===== src/sv/mtcp_pkg.sv =====
package mtcp_pkg;

    typedef struct packed {
        logic [1:0]  operation;
        logic [15:0] transaction_id;
        logic [15:0] protocol_id;
        logic [15:0] length_field;
        logic [7:0]  unit_id;
        logic [7:0]  function_code;
        logic [15:0] address;
        logic [15:0] value;
    } req_t;

    typedef struct packed {
        logic [7:0] data_byte;
        logic       last;
    } rsp_t;

    typedef enum logic [2:0] {
        S_CLEAR,
        S_IDLE,
        S_EXEC,
        S_EMIT,
        S_RDREQ,
        S_RDWAIT
    } state_t;

    localparam logic [1:0] OP_REQ   = 2'd0;
    localparam logic [1:0] OP_LD_DI = 2'd1;
    localparam logic [1:0] OP_LD_IR = 2'd2;

    localparam logic [7:0] FC_RD_COIL = 8'h01;
    localparam logic [7:0] FC_RD_DI   = 8'h02;
    localparam logic [7:0] FC_RD_HOLD = 8'h03;
    localparam logic [7:0] FC_RD_IR   = 8'h04;
    localparam logic [7:0] FC_WR_COIL = 8'h05;
    localparam logic [7:0] FC_WR_HOLD = 8'h06;
    localparam logic [7:0] FC_EXC_FLAG = 8'h80;

    localparam logic [7:0] EXC_NONE = 8'h00;
    localparam logic [7:0] EXC_FUNC = 8'h01;
    localparam logic [7:0] EXC_ADDR = 8'h02;
    localparam logic [7:0] EXC_DATA = 8'h03;

    localparam logic [15:0] COIL_ON  = 16'hFF00;
    localparam logic [15:0] COIL_OFF = 16'h0000;

    localparam logic [5:0] HDR_BYTES = 6'd8;

endpackage


===== src/sv/mtcp_ram.sv =====
module mtcp_ram #(
    parameter int WIDTH = 16,
    parameter int DEPTH = 16
) (
    input  logic                     clk,
    input  logic                     we,
    input  logic [$clog2(DEPTH)-1:0] waddr,
    input  logic [WIDTH-1:0]         wdata,
    input  logic [$clog2(DEPTH)-1:0] raddr,
    output logic [WIDTH-1:0]         rdata
);

    logic [WIDTH-1:0] mem [DEPTH];

    always_ff @(posedge clk)
    begin
        if (we)
        begin
            mem[waddr] <= wdata;
        end
        rdata <= mem[raddr];
    end

endmodule


===== src/sv/modbus_tcp_slave_responder.sv =====
// Modbus TCP responder for function codes 1 to 6.
// Input channel req (req_valid/req_ready) carries one parsed request or one
// host load of a discrete input bit or an input register. Output channel rsp
// (rsp_valid/rsp_ready) carries the response frame one byte per beat, with
// last set on the final byte: 7 header bytes, the function code, then the body.
// Loads and unused operation codes produce no beats.
// A request is accepted, then decoded and executed, then the fixed bytes follow
// (header, function code, byte count, exception code or write echo), one per
// cycle while the receiver does not stall. Every table lives in a RAM with a
// registered read port, so a register read steps through decide, read issue,
// read data and two beats, and each packed byte of coils or discrete inputs
// through decide, a read issue and read data per bit, then a beat.
// The next item is accepted once the last byte sits in the output register.
// After reset a clearing pass writes zero to every table entry, one entry per
// cycle over max(COIL_COUNT, REG_COUNT) addresses; req_ready is low meanwhile.
// When the receiver stalls, the output register holds its byte and generation
// of the next byte waits.
module modbus_tcp_slave_responder #(
    parameter int COIL_COUNT = 128,
    parameter int REG_COUNT  = 16
) (
    input  logic                 clk,
    input  logic                 rst_n,
    input  logic                 req_valid,
    output logic                 req_ready,
    input  mtcp_pkg::req_t       req,
    output logic                 rsp_valid,
    input  logic                 rsp_ready,
    output mtcp_pkg::rsp_t       rsp
);

    localparam int CA    = $clog2(COIL_COUNT);
    localparam int RA    = $clog2(REG_COUNT);
    localparam int CLR_N = (COIL_COUNT > REG_COUNT) ? COIL_COUNT : REG_COUNT;
    localparam int CW    = $clog2(CLR_N);
    localparam int KW    = $clog2(CLR_N + 1);

    mtcp_pkg::state_t state_reg, state_next;
    mtcp_pkg::req_t   req_reg;
    logic [5:0]       idx_reg, idx_next;
    logic [KW-1:0]    k_reg, k_next;
    logic             have_reg, have_next;
    logic [7:0]       acc_reg, acc_next;
    logic [15:0]      word_reg, word_next;
    logic             out_valid_reg, out_valid_next;
    mtcp_pkg::rsp_t   out_reg, out_next;
    logic [CW-1:0]    clr_reg, clr_next;

    // Decode
    logic [16:0] sum17;
    logic [7:0]  exc;
    logic        is_bit, is_reg, is_wr, is_exc;
    logic [5:0]  nb, blen, bp;
    logic [15:0] hdrlen;
    logic [7:0]  fc_out, fixed_byte;
    logic        slot_free, load_out, is_last, clearing;

    // RAM ports
    logic          coil_we, disc_we, hold_we, inp_we;
    logic [CA-1:0] bit_waddr, bit_raddr;
    logic [RA-1:0] reg_waddr, reg_raddr;
    logic          coil_q, disc_q, bit_q;
    logic [15:0]   hold_q, inp_q, reg_q;

    always_comb
    begin
        sum17  = {1'b0, req_reg.address} + {1'b0, req_reg.value};
        exc    = mtcp_pkg::EXC_NONE;
        is_bit = 1'b0;
        is_reg = 1'b0;
        is_wr  = 1'b0;
        unique case (req_reg.function_code)
            mtcp_pkg::FC_RD_COIL, mtcp_pkg::FC_RD_DI:
            begin
                is_bit = 1'b1;
                if (req_reg.value == 16'd0 || 17'(req_reg.value) > 17'(COIL_COUNT))
                    exc = mtcp_pkg::EXC_DATA;
                else if (sum17 > 17'(COIL_COUNT))
                    exc = mtcp_pkg::EXC_ADDR;
            end
            mtcp_pkg::FC_RD_HOLD, mtcp_pkg::FC_RD_IR:
            begin
                is_reg = 1'b1;
                if (req_reg.value == 16'd0 || 17'(req_reg.value) > 17'(REG_COUNT))
                    exc = mtcp_pkg::EXC_DATA;
                else if (sum17 > 17'(REG_COUNT))
                    exc = mtcp_pkg::EXC_ADDR;
            end
            mtcp_pkg::FC_WR_COIL:
            begin
                is_wr = 1'b1;
                if (17'(req_reg.address) >= 17'(COIL_COUNT))
                    exc = mtcp_pkg::EXC_ADDR;
                else if (req_reg.value != mtcp_pkg::COIL_ON
                         && req_reg.value != mtcp_pkg::COIL_OFF)
                    exc = mtcp_pkg::EXC_DATA;
            end
            mtcp_pkg::FC_WR_HOLD:
            begin
                is_wr = 1'b1;
                if (17'(req_reg.address) >= 17'(REG_COUNT))
                    exc = mtcp_pkg::EXC_ADDR;
            end
            default:
            begin
                exc = mtcp_pkg::EXC_FUNC;
            end
        endcase
        is_exc = (exc != mtcp_pkg::EXC_NONE);

        nb = 6'(({1'b0, req_reg.value} + 17'd7) >> 3);
        if (is_exc)
        begin
            blen   = 6'd1;
            hdrlen = 16'd3;
            fc_out = req_reg.function_code | mtcp_pkg::FC_EXC_FLAG;
        end
        else if (is_wr)
        begin
            blen   = 6'd4;
            hdrlen = req_reg.length_field;
            fc_out = req_reg.function_code;
        end
        else if (is_bit)
        begin
            blen   = 6'd1 + nb;
            hdrlen = 16'd3 + 16'(nb);
            fc_out = req_reg.function_code;
        end
        else
        begin
            blen   = 6'd1 + {req_reg.value[4:0], 1'b0};
            hdrlen = 16'd3 + {req_reg.value[14:0], 1'b0};
            fc_out = req_reg.function_code;
        end
        bp      = idx_reg - mtcp_pkg::HDR_BYTES;
        is_last = (idx_reg == mtcp_pkg::HDR_BYTES + blen - 6'd1);

        unique case (idx_reg)
            6'd0: fixed_byte = req_reg.transaction_id[15:8];
            6'd1: fixed_byte = req_reg.transaction_id[7:0];
            6'd2: fixed_byte = req_reg.protocol_id[15:8];
            6'd3: fixed_byte = req_reg.protocol_id[7:0];
            6'd4: fixed_byte = hdrlen[15:8];
            6'd5: fixed_byte = hdrlen[7:0];
            6'd6: fixed_byte = req_reg.unit_id;
            6'd7: fixed_byte = fc_out;
            6'd8:
            begin
                if (is_exc)
                    fixed_byte = exc;
                else if (is_wr)
                    fixed_byte = req_reg.address[15:8];
                else if (is_bit)
                    fixed_byte = 8'(nb);
                else
                    fixed_byte = {req_reg.value[6:0], 1'b0};
            end
            6'd9:  fixed_byte = req_reg.address[7:0];
            6'd10: fixed_byte = req_reg.value[15:8];
            6'd11: fixed_byte = req_reg.value[7:0];
            default: fixed_byte = 8'd0;
        endcase
    end

    assign slot_free = !out_valid_reg || rsp_ready;
    assign clearing  = (state_reg == mtcp_pkg::S_CLEAR);

    // Next state
    always_comb
    begin
        state_next = state_reg;
        unique case (state_reg)
            mtcp_pkg::S_CLEAR:
            begin
                if (clr_reg == CW'(CLR_N - 1))
                    state_next = mtcp_pkg::S_IDLE;
            end
            mtcp_pkg::S_IDLE:
            begin
                if (req_valid)
                    state_next = mtcp_pkg::S_EXEC;
            end
            mtcp_pkg::S_EXEC:
            begin
                state_next = (req_reg.operation == mtcp_pkg::OP_REQ)
                             ? mtcp_pkg::S_EMIT : mtcp_pkg::S_IDLE;
            end
            mtcp_pkg::S_EMIT:
            begin
                if (slot_free)
                begin
                    if (idx_reg >= 6'd9 && !is_exc && !is_wr && !have_reg)
                        state_next = mtcp_pkg::S_RDREQ;
                    else if (is_last)
                        state_next = mtcp_pkg::S_IDLE;
                end
            end
            mtcp_pkg::S_RDREQ:
            begin
                state_next = mtcp_pkg::S_RDWAIT;
            end
            mtcp_pkg::S_RDWAIT:
            begin
                if (is_reg || k_reg[2:0] == 3'd7
                    || 16'(k_reg) + 16'd1 == req_reg.value)
                    state_next = mtcp_pkg::S_EMIT;
                else
                    state_next = mtcp_pkg::S_RDREQ;
            end
            default:
            begin
                state_next = mtcp_pkg::S_IDLE;
            end
        endcase
    end

    // Datapath and outputs
    always_comb
    begin
        idx_next       = idx_reg;
        k_next         = k_reg;
        have_next      = have_reg;
        acc_next       = acc_reg;
        word_next      = word_reg;
        clr_next       = clr_reg;
        out_valid_next = out_valid_reg && !rsp_ready;
        out_next       = out_reg;
        load_out       = 1'b0;

        unique case (state_reg)
            mtcp_pkg::S_CLEAR:
            begin
                clr_next = clr_reg + CW'(1);
            end
            mtcp_pkg::S_EXEC:
            begin
                idx_next  = 6'd0;
                k_next    = '0;
                have_next = 1'b0;
                acc_next  = 8'd0;
            end
            mtcp_pkg::S_EMIT:
            begin
                if (slot_free)
                begin
                    if (idx_reg < 6'd9 || is_exc || is_wr)
                    begin
                        load_out           = 1'b1;
                        out_next.data_byte = fixed_byte;
                    end
                    else if (have_reg)
                    begin
                        load_out = 1'b1;
                        if (is_bit)
                        begin
                            out_next.data_byte = acc_reg;
                            acc_next           = 8'd0;
                            have_next          = 1'b0;
                        end
                        else if (bp[0])
                        begin
                            out_next.data_byte = word_reg[15:8];
                        end
                        else
                        begin
                            out_next.data_byte = word_reg[7:0];
                            have_next          = 1'b0;
                            k_next             = k_reg + KW'(1);
                        end
                    end
                    if (load_out)
                    begin
                        out_next.last  = is_last;
                        out_valid_next = 1'b1;
                        idx_next       = idx_reg + 6'd1;
                    end
                end
            end
            mtcp_pkg::S_RDWAIT:
            begin
                have_next = 1'b1;
                if (is_bit)
                begin
                    if (state_next == mtcp_pkg::S_RDREQ)
                        have_next = 1'b0;
                    acc_next = acc_reg | (8'(bit_q) << k_reg[2:0]);
                    k_next   = k_reg + KW'(1);
                end
                else
                begin
                    word_next = reg_q;
                end
            end
            default:
            begin
            end
        endcase
    end

    assign req_ready = (state_reg == mtcp_pkg::S_IDLE);
    assign rsp_valid = out_valid_reg;
    assign rsp       = out_reg;

    // Table access; the clearing pass owns the write ports after reset.
    assign bit_waddr = clearing ? clr_reg[CA-1:0] : req_reg.address[CA-1:0];
    assign reg_waddr = clearing ? clr_reg[RA-1:0] : req_reg.address[RA-1:0];
    assign bit_raddr = req_reg.address[CA-1:0] + k_reg[CA-1:0];
    assign reg_raddr = req_reg.address[RA-1:0] + k_reg[RA-1:0];

    assign coil_we = clearing
                     || (state_reg == mtcp_pkg::S_EXEC && req_reg.operation == mtcp_pkg::OP_REQ
                         && req_reg.function_code == mtcp_pkg::FC_WR_COIL && !is_exc);
    assign hold_we = clearing
                     || (state_reg == mtcp_pkg::S_EXEC && req_reg.operation == mtcp_pkg::OP_REQ
                         && req_reg.function_code == mtcp_pkg::FC_WR_HOLD && !is_exc);
    assign disc_we = clearing
                     || (state_reg == mtcp_pkg::S_EXEC
                         && req_reg.operation == mtcp_pkg::OP_LD_DI
                         && 17'(req_reg.address) < 17'(COIL_COUNT));
    assign inp_we  = clearing
                     || (state_reg == mtcp_pkg::S_EXEC
                         && req_reg.operation == mtcp_pkg::OP_LD_IR
                         && 17'(req_reg.address) < 17'(REG_COUNT));

    assign bit_q = (req_reg.function_code == mtcp_pkg::FC_RD_COIL) ? coil_q : disc_q;
    assign reg_q = (req_reg.function_code == mtcp_pkg::FC_RD_HOLD) ? hold_q : inp_q;

    mtcp_ram #(.WIDTH(1), .DEPTH(COIL_COUNT)) u_coil_ram (
        .clk   (clk),
        .we    (coil_we),
        .waddr (bit_waddr),
        .wdata (!clearing && req_reg.value == mtcp_pkg::COIL_ON),
        .raddr (bit_raddr),
        .rdata (coil_q)
    );

    mtcp_ram #(.WIDTH(1), .DEPTH(COIL_COUNT)) u_disc_ram (
        .clk   (clk),
        .we    (disc_we),
        .waddr (bit_waddr),
        .wdata (!clearing && req_reg.value[0]),
        .raddr (bit_raddr),
        .rdata (disc_q)
    );

    mtcp_ram #(.WIDTH(16), .DEPTH(REG_COUNT)) u_hold_ram (
        .clk   (clk),
        .we    (hold_we),
        .waddr (reg_waddr),
        .wdata (clearing ? 16'd0 : req_reg.value),
        .raddr (reg_raddr),
        .rdata (hold_q)
    );

    mtcp_ram #(.WIDTH(16), .DEPTH(REG_COUNT)) u_inp_ram (
        .clk   (clk),
        .we    (inp_we),
        .waddr (reg_waddr),
        .wdata (clearing ? 16'd0 : req_reg.value),
        .raddr (reg_raddr),
        .rdata (inp_q)
    );

    always_ff @(posedge clk or negedge rst_n)
    begin
        if (!rst_n)
        begin
            state_reg     <= mtcp_pkg::S_CLEAR;
            out_valid_reg <= 1'b0;
            have_reg      <= 1'b0;
            clr_reg       <= '0;
        end
        else
        begin
            state_reg     <= state_next;
            out_valid_reg <= out_valid_next;
            have_reg      <= have_next;
            clr_reg       <= clr_next;
        end
    end

    always_ff @(posedge clk)
    begin
        if (req_valid && req_ready)
            req_reg <= req;
        idx_reg  <= idx_next;
        k_reg    <= k_next;
        acc_reg  <= acc_next;
        word_reg <= word_next;
        out_reg  <= out_next;
    end

    a_emit_is_request: assert property (@(posedge clk) disable iff (!rst_n)
        state_reg == mtcp_pkg::S_EMIT |-> req_reg.operation == mtcp_pkg::OP_REQ)
        else $error("frame generation for a load operation");

    a_last_ends_frame: assert property (@(posedge clk) disable iff (!rst_n)
        (load_out && out_next.last) |=> state_reg == mtcp_pkg::S_IDLE)
        else $error("frame continues after last byte");

    a_idx_in_frame: assert property (@(posedge clk) disable iff (!rst_n)
        state_reg == mtcp_pkg::S_EMIT |-> idx_reg < mtcp_pkg::HDR_BYTES + blen)
        else $error("byte index beyond frame length");

endmodule

===== config.mk =====
export PLATFORM = sky130hd
export DESIGN_NAME = modbus_tcp_slave_responder
export DESIGN_NICKNAME = d
export VERILOG_FILES = /design/src/sv/mtcp_pkg.sv /design/src/sv/mtcp_ram.sv /design/src/sv/modbus_tcp_slave_responder.sv
export SDC_FILE = /design/constraint.sdc
export NUM_CORES = 1
export LEC_CHECK = 0
export BUFFER_PORTS_ARGS = -buffer_cell sky130_fd_sc_hd__buf_2
export CORE_UTILIZATION = 41
export CTS_CLUSTER_SIZE = 40
export DETAILED_ROUTE_END_ITERATION = 8
export PLACE_DENSITY = 0.55
export SETUP_SLACK_MARGIN = 0.3
export SKIP_CTS_REPAIR_TIMING = 1
export SLEW_MARGIN = 20
export SYNTH_ARGS = -nofsm -noshare
export SYNTH_HDL_FRONTEND = slang
export SYNTH_HIERARCHICAL = 1
export SYNTH_SLANG_ARGS = --single-unit
export TNS_END_PERCENT = 30

===== constraint.sdc =====
create_clock -name clk -period 7.7 [get_ports clk]
set_input_delay 0 -clock clk [delete_from_list [all_inputs] [get_ports clk]]
set_output_delay 0 -clock clk [all_outputs]
set_load 0.05 [all_outputs]

# == Yosys cells after proc, flatten, opt, wreduce, memory -nomap -nowiden ==
# Memory sizes are Yosys's and may differ from the RTL's. A register that Yosys moved wholly into a read port is not among the register bits.
# Cells that the tools add are included.
# totals
register_bits,157
ram_bits,768
in_bits,102
word_cells,220
memories,4
# op_classes
addsub,15
magnitude_cmp,10
n_eq_ne,39
n_shift,1
mux,78
bitwise_logic,2
reduce_logical,53
# mem_list
memory,depth,width,rd,rd_ports_with_merged_regs,write_ports,line,text
u_hold_ram.mem,16,16,1,1,1,mtcp_ram.sv:13,logic [WIDTH-1:0] mem [DEPTH];
u_inp_ram.mem,16,16,1,1,1,mtcp_ram.sv:13,
u_coil_ram.mem,128,1,1,1,1,mtcp_ram.sv:13,
u_disc_ram.mem,128,1,1,1,1,mtcp_ram.sv:13,
# op_table
op,n
8-bit two-way mux,19
8-bit one-hot mux with 12 select lines,1
16-bit two-way mux,5
8-bit one-hot mux with 3 select lines,2
8-bit one-hot mux with 4 select lines,1
6-bit two-way mux,5
1-bit two-way mux,26
"6-bit by 3-bit equality test with 1-bit output, second input constant",4
"6-bit by 4-bit equality test with 1-bit output, second input constant",4
"8-bit by 3-bit equality test with 1-bit output, second input constant",3
3-bit two-way mux,6
3-bit one-hot mux with 6 select lines,1
16-bit by 16-bit adder with 17-bit output,1
"17-bit by 5-bit > comparator with 1-bit output, second input constant",1
"17-bit by 8-bit > comparator with 1-bit output, second input constant",1
1-bit logical AND,17
"2-bit by 16-bit adder with 16-bit output, first input constant",1
"16-bit equality test, second input constant",1
"8-bit by 2-bit equality test with 1-bit output, second input constant",2
9-bit by 16-bit equality test with 1-bit output,1
"16-bit by 5-bit >= comparator with 1-bit output, second input constant",1
"16-bit by 8-bit >= comparator with 1-bit output, second input constant",1
"16-bit by 5-bit > comparator with 1-bit output, second input constant",1
"16-bit by 8-bit > comparator with 1-bit output, second input constant",1
51 further kinds,92

# == Longest topological paths before layout ==
# depth
ltp_word,18
ltp_mapped,20
mapped_depth_nobuf,19

# == Modules after synthesis ==
# The synthesis kept the hierarchy.
# modules_own_cells
module,instances,cells_each,area_each_um2
mtcp_ram at u_hold_ram ...,2,432,10043.4
mtcp_ram at u_coil_ram ...,2,395,5719.2
modbus_tcp_slave_responder,1,951,9869.5

# == Least setup slack after synthesis ==
# OpenSTA, ideal clock, no wires.
# synth_path
path_kind,register -> register
from,register state_reg[1]
to,"memory u_disc_ram.mem[0], data pin"
setup_time_ps,946
arrival_time_ps,4559
setup_slack_ps,2195
stages_incl_launch_ff,5
synth_period_minus_slack_ps,5505
cell_sequence,dfrtp_1 -> clkbuf_1 -> nor3_1 -> clkbuf_1 -> nor2_1
# synth_between
elab_chain_len,3
# synth_rtl
item,line,text
start: declaration,modbus_tcp_slave_responder.sv:38,"mtcp_pkg::state_t state_reg, state_next;"
start signal: assignment,modbus_tcp_slave_responder.sv:369,state_reg <= mtcp_pkg::S_CLEAR;
start signal: assignment,modbus_tcp_slave_responder.sv:376,state_reg <= state_next;
3-bit zero test,modbus_tcp_slave_responder.sv:167,assign clearing = (state_reg == mtcp_pkg::S_CLEAR);
1-bit zero test,modbus_tcp_slave_responder.sv:342,".wdata (!clearing && req_reg.value[0]),"
1-bit logical AND,modbus_tcp_slave_responder.sv:342,
end: declaration,mtcp_ram.sv:13,
# Every way passes these cells.

# == Final worst setup path ==
# layout_path
from,register req_reg[6] (netlist name)
to,"memory u_hold_ram.mem[9][9], enable pin"
# layout_between
elab_chain_len,11
# layout_rtl
item,line,text
start: declaration,modbus_tcp_slave_responder.sv:39,mtcp_pkg::req_t req_reg;
start signal: assignment,modbus_tcp_slave_responder.sv:386,req_reg <= req;
16-bit by 16-bit adder with 17-bit output (tied with other cells),modbus_tcp_slave_responder.sv:67,"sum17 = {1'b0, req_reg.address} + {1'b0, req_reg.value};"
17-bit by 5-bit > comparator with 1-bit output (tied with other cells),modbus_tcp_slave_responder.sv:86,else if (sum17 > 17'(REG_COUNT))
2-bit two-way mux (on tied branches),"modbus_tcp_slave_responder.sv:86, modbus_tcp_slave_responder.sv:78, modbus_tcp_slave_responder.sv:94",
2-bit two-way mux (on tied branches),"modbus_tcp_slave_responder.sv:84, modbus_tcp_slave_responder.sv:76, modbus_tcp_slave_responder.sv:92",
8-bit one-hot mux with 4 select lines *,modbus_tcp_slave_responder.sv:72,unique case (req_reg.function_code)
8-bit nonzero test *,modbus_tcp_slave_responder.sv:109,is_exc = (exc != mtcp_pkg::EXC_NONE);
1-bit zero test *,modbus_tcp_slave_responder.sv:316,&& req_reg.function_code == mtcp_pkg::FC_WR_HOLD && !is_exc);
1-bit logical AND *,modbus_tcp_slave_responder.sv:316,
1-bit logical OR *,modbus_tcp_slave_responder.sv:315,|| (state_reg == mtcp_pkg::S_EXEC && req_reg.operation == mtcp_pkg::OP_REQ
named net hold_we,modbus_tcp_slave_responder.sv:59,"logic coil_we, disc_we, hold_we, inp_we;"
1-bit two-way mux *,mtcp_ram.sv:17,if (we)
1-bit two-way mux (not written as such) *,mtcp_ram.sv:19,mem[waddr] <= wdata;
end: declaration,mtcp_ram.sv:13,
# Mark *: on every way through the listed nets, which the timed path passes. The rest lies on a longest branch.

==> metrics.cfg <==
[power_and_ir_drop]
power_density_nw_per_um2 = 373
peakVddDrop_v = 0.000223
power_leakage_uw = 0.0158

[status]
status = finished clean

[cells_and_area]
nFillCells = 8485
drive_gt1_share_pct = 19.6
fin_util_pct = 48.1
top_regs = u_hold_ram/mem: 256 flops, u_inp_ram/mem: 256 flops
area_delta_synth_final_pct = 16.2
fin_nets = 2999

[timing]
setup_viol = 0
max_clock_freq_ghz = 0.165
hold_violations = 0
rsz0062_at_grt = false
final.setup.tns_ps = 0
slew_viol_final = 0
finClkSkew_ps = 60.6
layout_min_cycle_time_ps = 6080
tightest_slew_ps = 1230
relSlewSlack_pct = 17.8
fin_crit_sh_pct = 78.9

[synthesis]
synthesis.nets = 2745
yosys_warnings = 6
synthSimpleGateAreaFrac_pct = 9.62
yosys.area_share.adder_pct = 1.18
syn_inst = 2605
synth.distinct_cells = 94
muxShareOfSynthArea_pct = 12.0
synthXorXnorAreaFrac_pct = 1.52
synth_compound_area_share_pct = 5.24
yosysMostFrequentCell = edfxtp_1
synthesis.area_um2 = 41400
synth.avg_cell_area_um2 = 15.9
ys.flop_type = edfxtp_1
seq_area_frac_synth_pct = 68.6
synth_edf_count = 913
synth_top_cells_by_count = edfxtp_1, nor2_1, mux4_2
synth_async_sr_flop_share_pct = 1.25
synth.top_cell.area_share_pct = 66.2
synth_largest_area_cell = edfxtp_1
synth_top_family_by_area = multiplexers
yosys_register_bits = 959
synthTopCellsByArea = edfxtp_1, mux4_2, nor2_1, mux4_1, dfxtp_1

[worst_setup_path]
reg2reg_depth = 13
cp_data_required_time_ps = 8090
crit_fanout = 15
worstPathArrival_ps = 6470
cp-start-kind = flip-flop
critPathKind = flip-flop to flip-flop
crit_path_end_kind = flip-flop

[die]
die_h_um = 320
start_util_pct = 41.4
coreArea_um2 = 100000
die_width_um = 320
io_pins = 113
row_count = 116
die_area_um2 = 102000

[clock_tree]
cts.sinks = 959
numCtsBuffers = 99
clock_latency_ps = 700
cts_root_buf = clkbuf_16
cts_tree = yes
cts_buffer_depth = 3
htree_levels = 3
clkTransAtPathRegs_ps = 60

[global_routing]
grt_usage_pct = 21.3
grt_pass1_vias = 23857
grt_antenna_before_repair = 1
gr-total-overflow = 0
grt_max_degree = 129
grt_pass1_wl_mm = 160

[route]
firstDrtPassIters = 6
drtIter0Drc = 2304
via_per_inst = 5.69
drtAntennaViolNets = 0
finalWirelength_mm = 109
vias = 24182
routedWlPerCell_um = 25.7
drc = 0

[hold_path]
hold_path.class = input port to flip-flop
holdPathStages = 2

[flow_run]
max_cap_viol_count = 0

[place]
gp_congestion = 0.912
dp_hpwl_mm = 69.8
portBuffers = 112

==> worst max-delay path: stages (launching register included) <==
cell and delay, ps:
edfxtp_1 670, ha_1 500, nand2_1 110, or4_1 590, a211oi_2 290, o21ai_1 140
a2111oi_4 420, a41oi_4 260, nor3_4 500, nand2_1 150, o21ai_0 850, nand3b_1 280
nor2_1 680, buf_4 330
==> path summary, 6_finish.rpt <==
check                           start                    to  slack (ps)
hold reg to reg            clr_reg[6]            clr_reg[6]         480
max in group asynchronous       rst_n            clr_reg[1]        6500
hold / removal                req[60]           req_reg[60]          20
min in group asynchronous       rst_n          state_reg[0]         570
setup reg to reg           req_reg[6]  u_hold_ram/mem[9][9]        1620
setup / recovery           req_reg[6]  u_hold_ram/mem[9][9]        1620
==> through the flow <==
| stage | area, µm² | hold WS (ps) | total power, µW | setup WS, ps | instances |
|---|---|---|---|---|---|
| after floorplan | 41400 | -296 | 10900 | 2190 | 2605 |
| final | 48100 | 22.7 | 18000 | 1620 | 4247 |
| after CTS | 47000 | -789 | 18100 | 1670 | 4140 |
| after global routing | 48100 | 5.17 | 18800 | 1350 | 4243 |
| after detailed placement | 43600 | -13.6 | 13100 | 1670 | 3953 |
| after global placement | 43600 | -16.6 | 13000 | 1750 | 3953 |
==> per-layer routing <==
layer / share of wire [%] / up-vias / GRT usage [%]
li1: - / 10740 / -
met1: 43 / 12518 / 29.0
met2: 49 / 762 / 35.3
met3: 5.4 / 162 / 3.04
met4: 2.7 / 0 / 6.62
met5: 0 / - / 0
==> where the power goes <==
part / internal [µW] / switching (µW)
clock network: 2940 / 2030
registers: 6720 / 321
logic: 2080 / 3860
total: 11700 / 6210
==> kinds of logic after synthesis <==
| kind of cell | Yosys count |
|---|---|
| muxes | 238 |
| and+or+nand+nor | 832 |
| DFF | 959 |
| xor gates and xnor gates | 72 |
| buffers and inverters | 164 |
| AOI/OAI and AO/OA | 302 |
| adders and majority gates | 38 |
==> layout make-up <==
cell class / count / area (µm²) / share of cell area [%]
Clock inverter: 60 / 732 / 1.52
Clock buffer: 127 / 2670 / 5.56
Multi-Input combinational cell: 1482 / 12300 / 25.7
Timing Repair Buffer: 297 / 2230 / 4.63
Inverter: 20 / 82.6 / 0.172
Antenna cell: 4 / 10.0 / 0.0208
Sequential cell: 959 / 28400 / 59.0
Tap cell: 1298 / 1620 / 3.38
==> cells in the final DEF (no fill, tap or decap), drive strengths merged, types with 7 or more instances in the layout <==
| cell | instances |
|---|---|
| buf | 194 |
| or4 | 7 |
| and3 | 9 |
| o22ai | 8 |
| a221oi | 11 |
| nand3b | 13 |
| a211oi | 20 |
| nand4 | 27 |
| or3 | 9 |
| xor2 | 30 |
| dfrtp | 12 |
| ha | 36 |
| a222oi | 10 |
| bufinv | 14 |
| a31oi | 11 |
| nand3 | 67 |
| edfxtp | 913 |
| clkbuf | 127 |
| nand2 | 152 |
| a21oi | 51 |
| nor2b | 34 |
| inv | 25 |
| clkinv | 38 |
| dfxtp | 34 |
| xnor2 | 42 |
| o21ai | 53 |
| nor2 | 373 |
| nor4 | 14 |
| nor3 | 39 |
| mux2 | 17 |
| dlygate4sd3 | 103 |
| mux2i | 27 |
| and2 | 37 |
| mux4 | 194 |
| nand2b | 17 |
| a22oi | 78 |
Power figures use the tool's default switching activity.
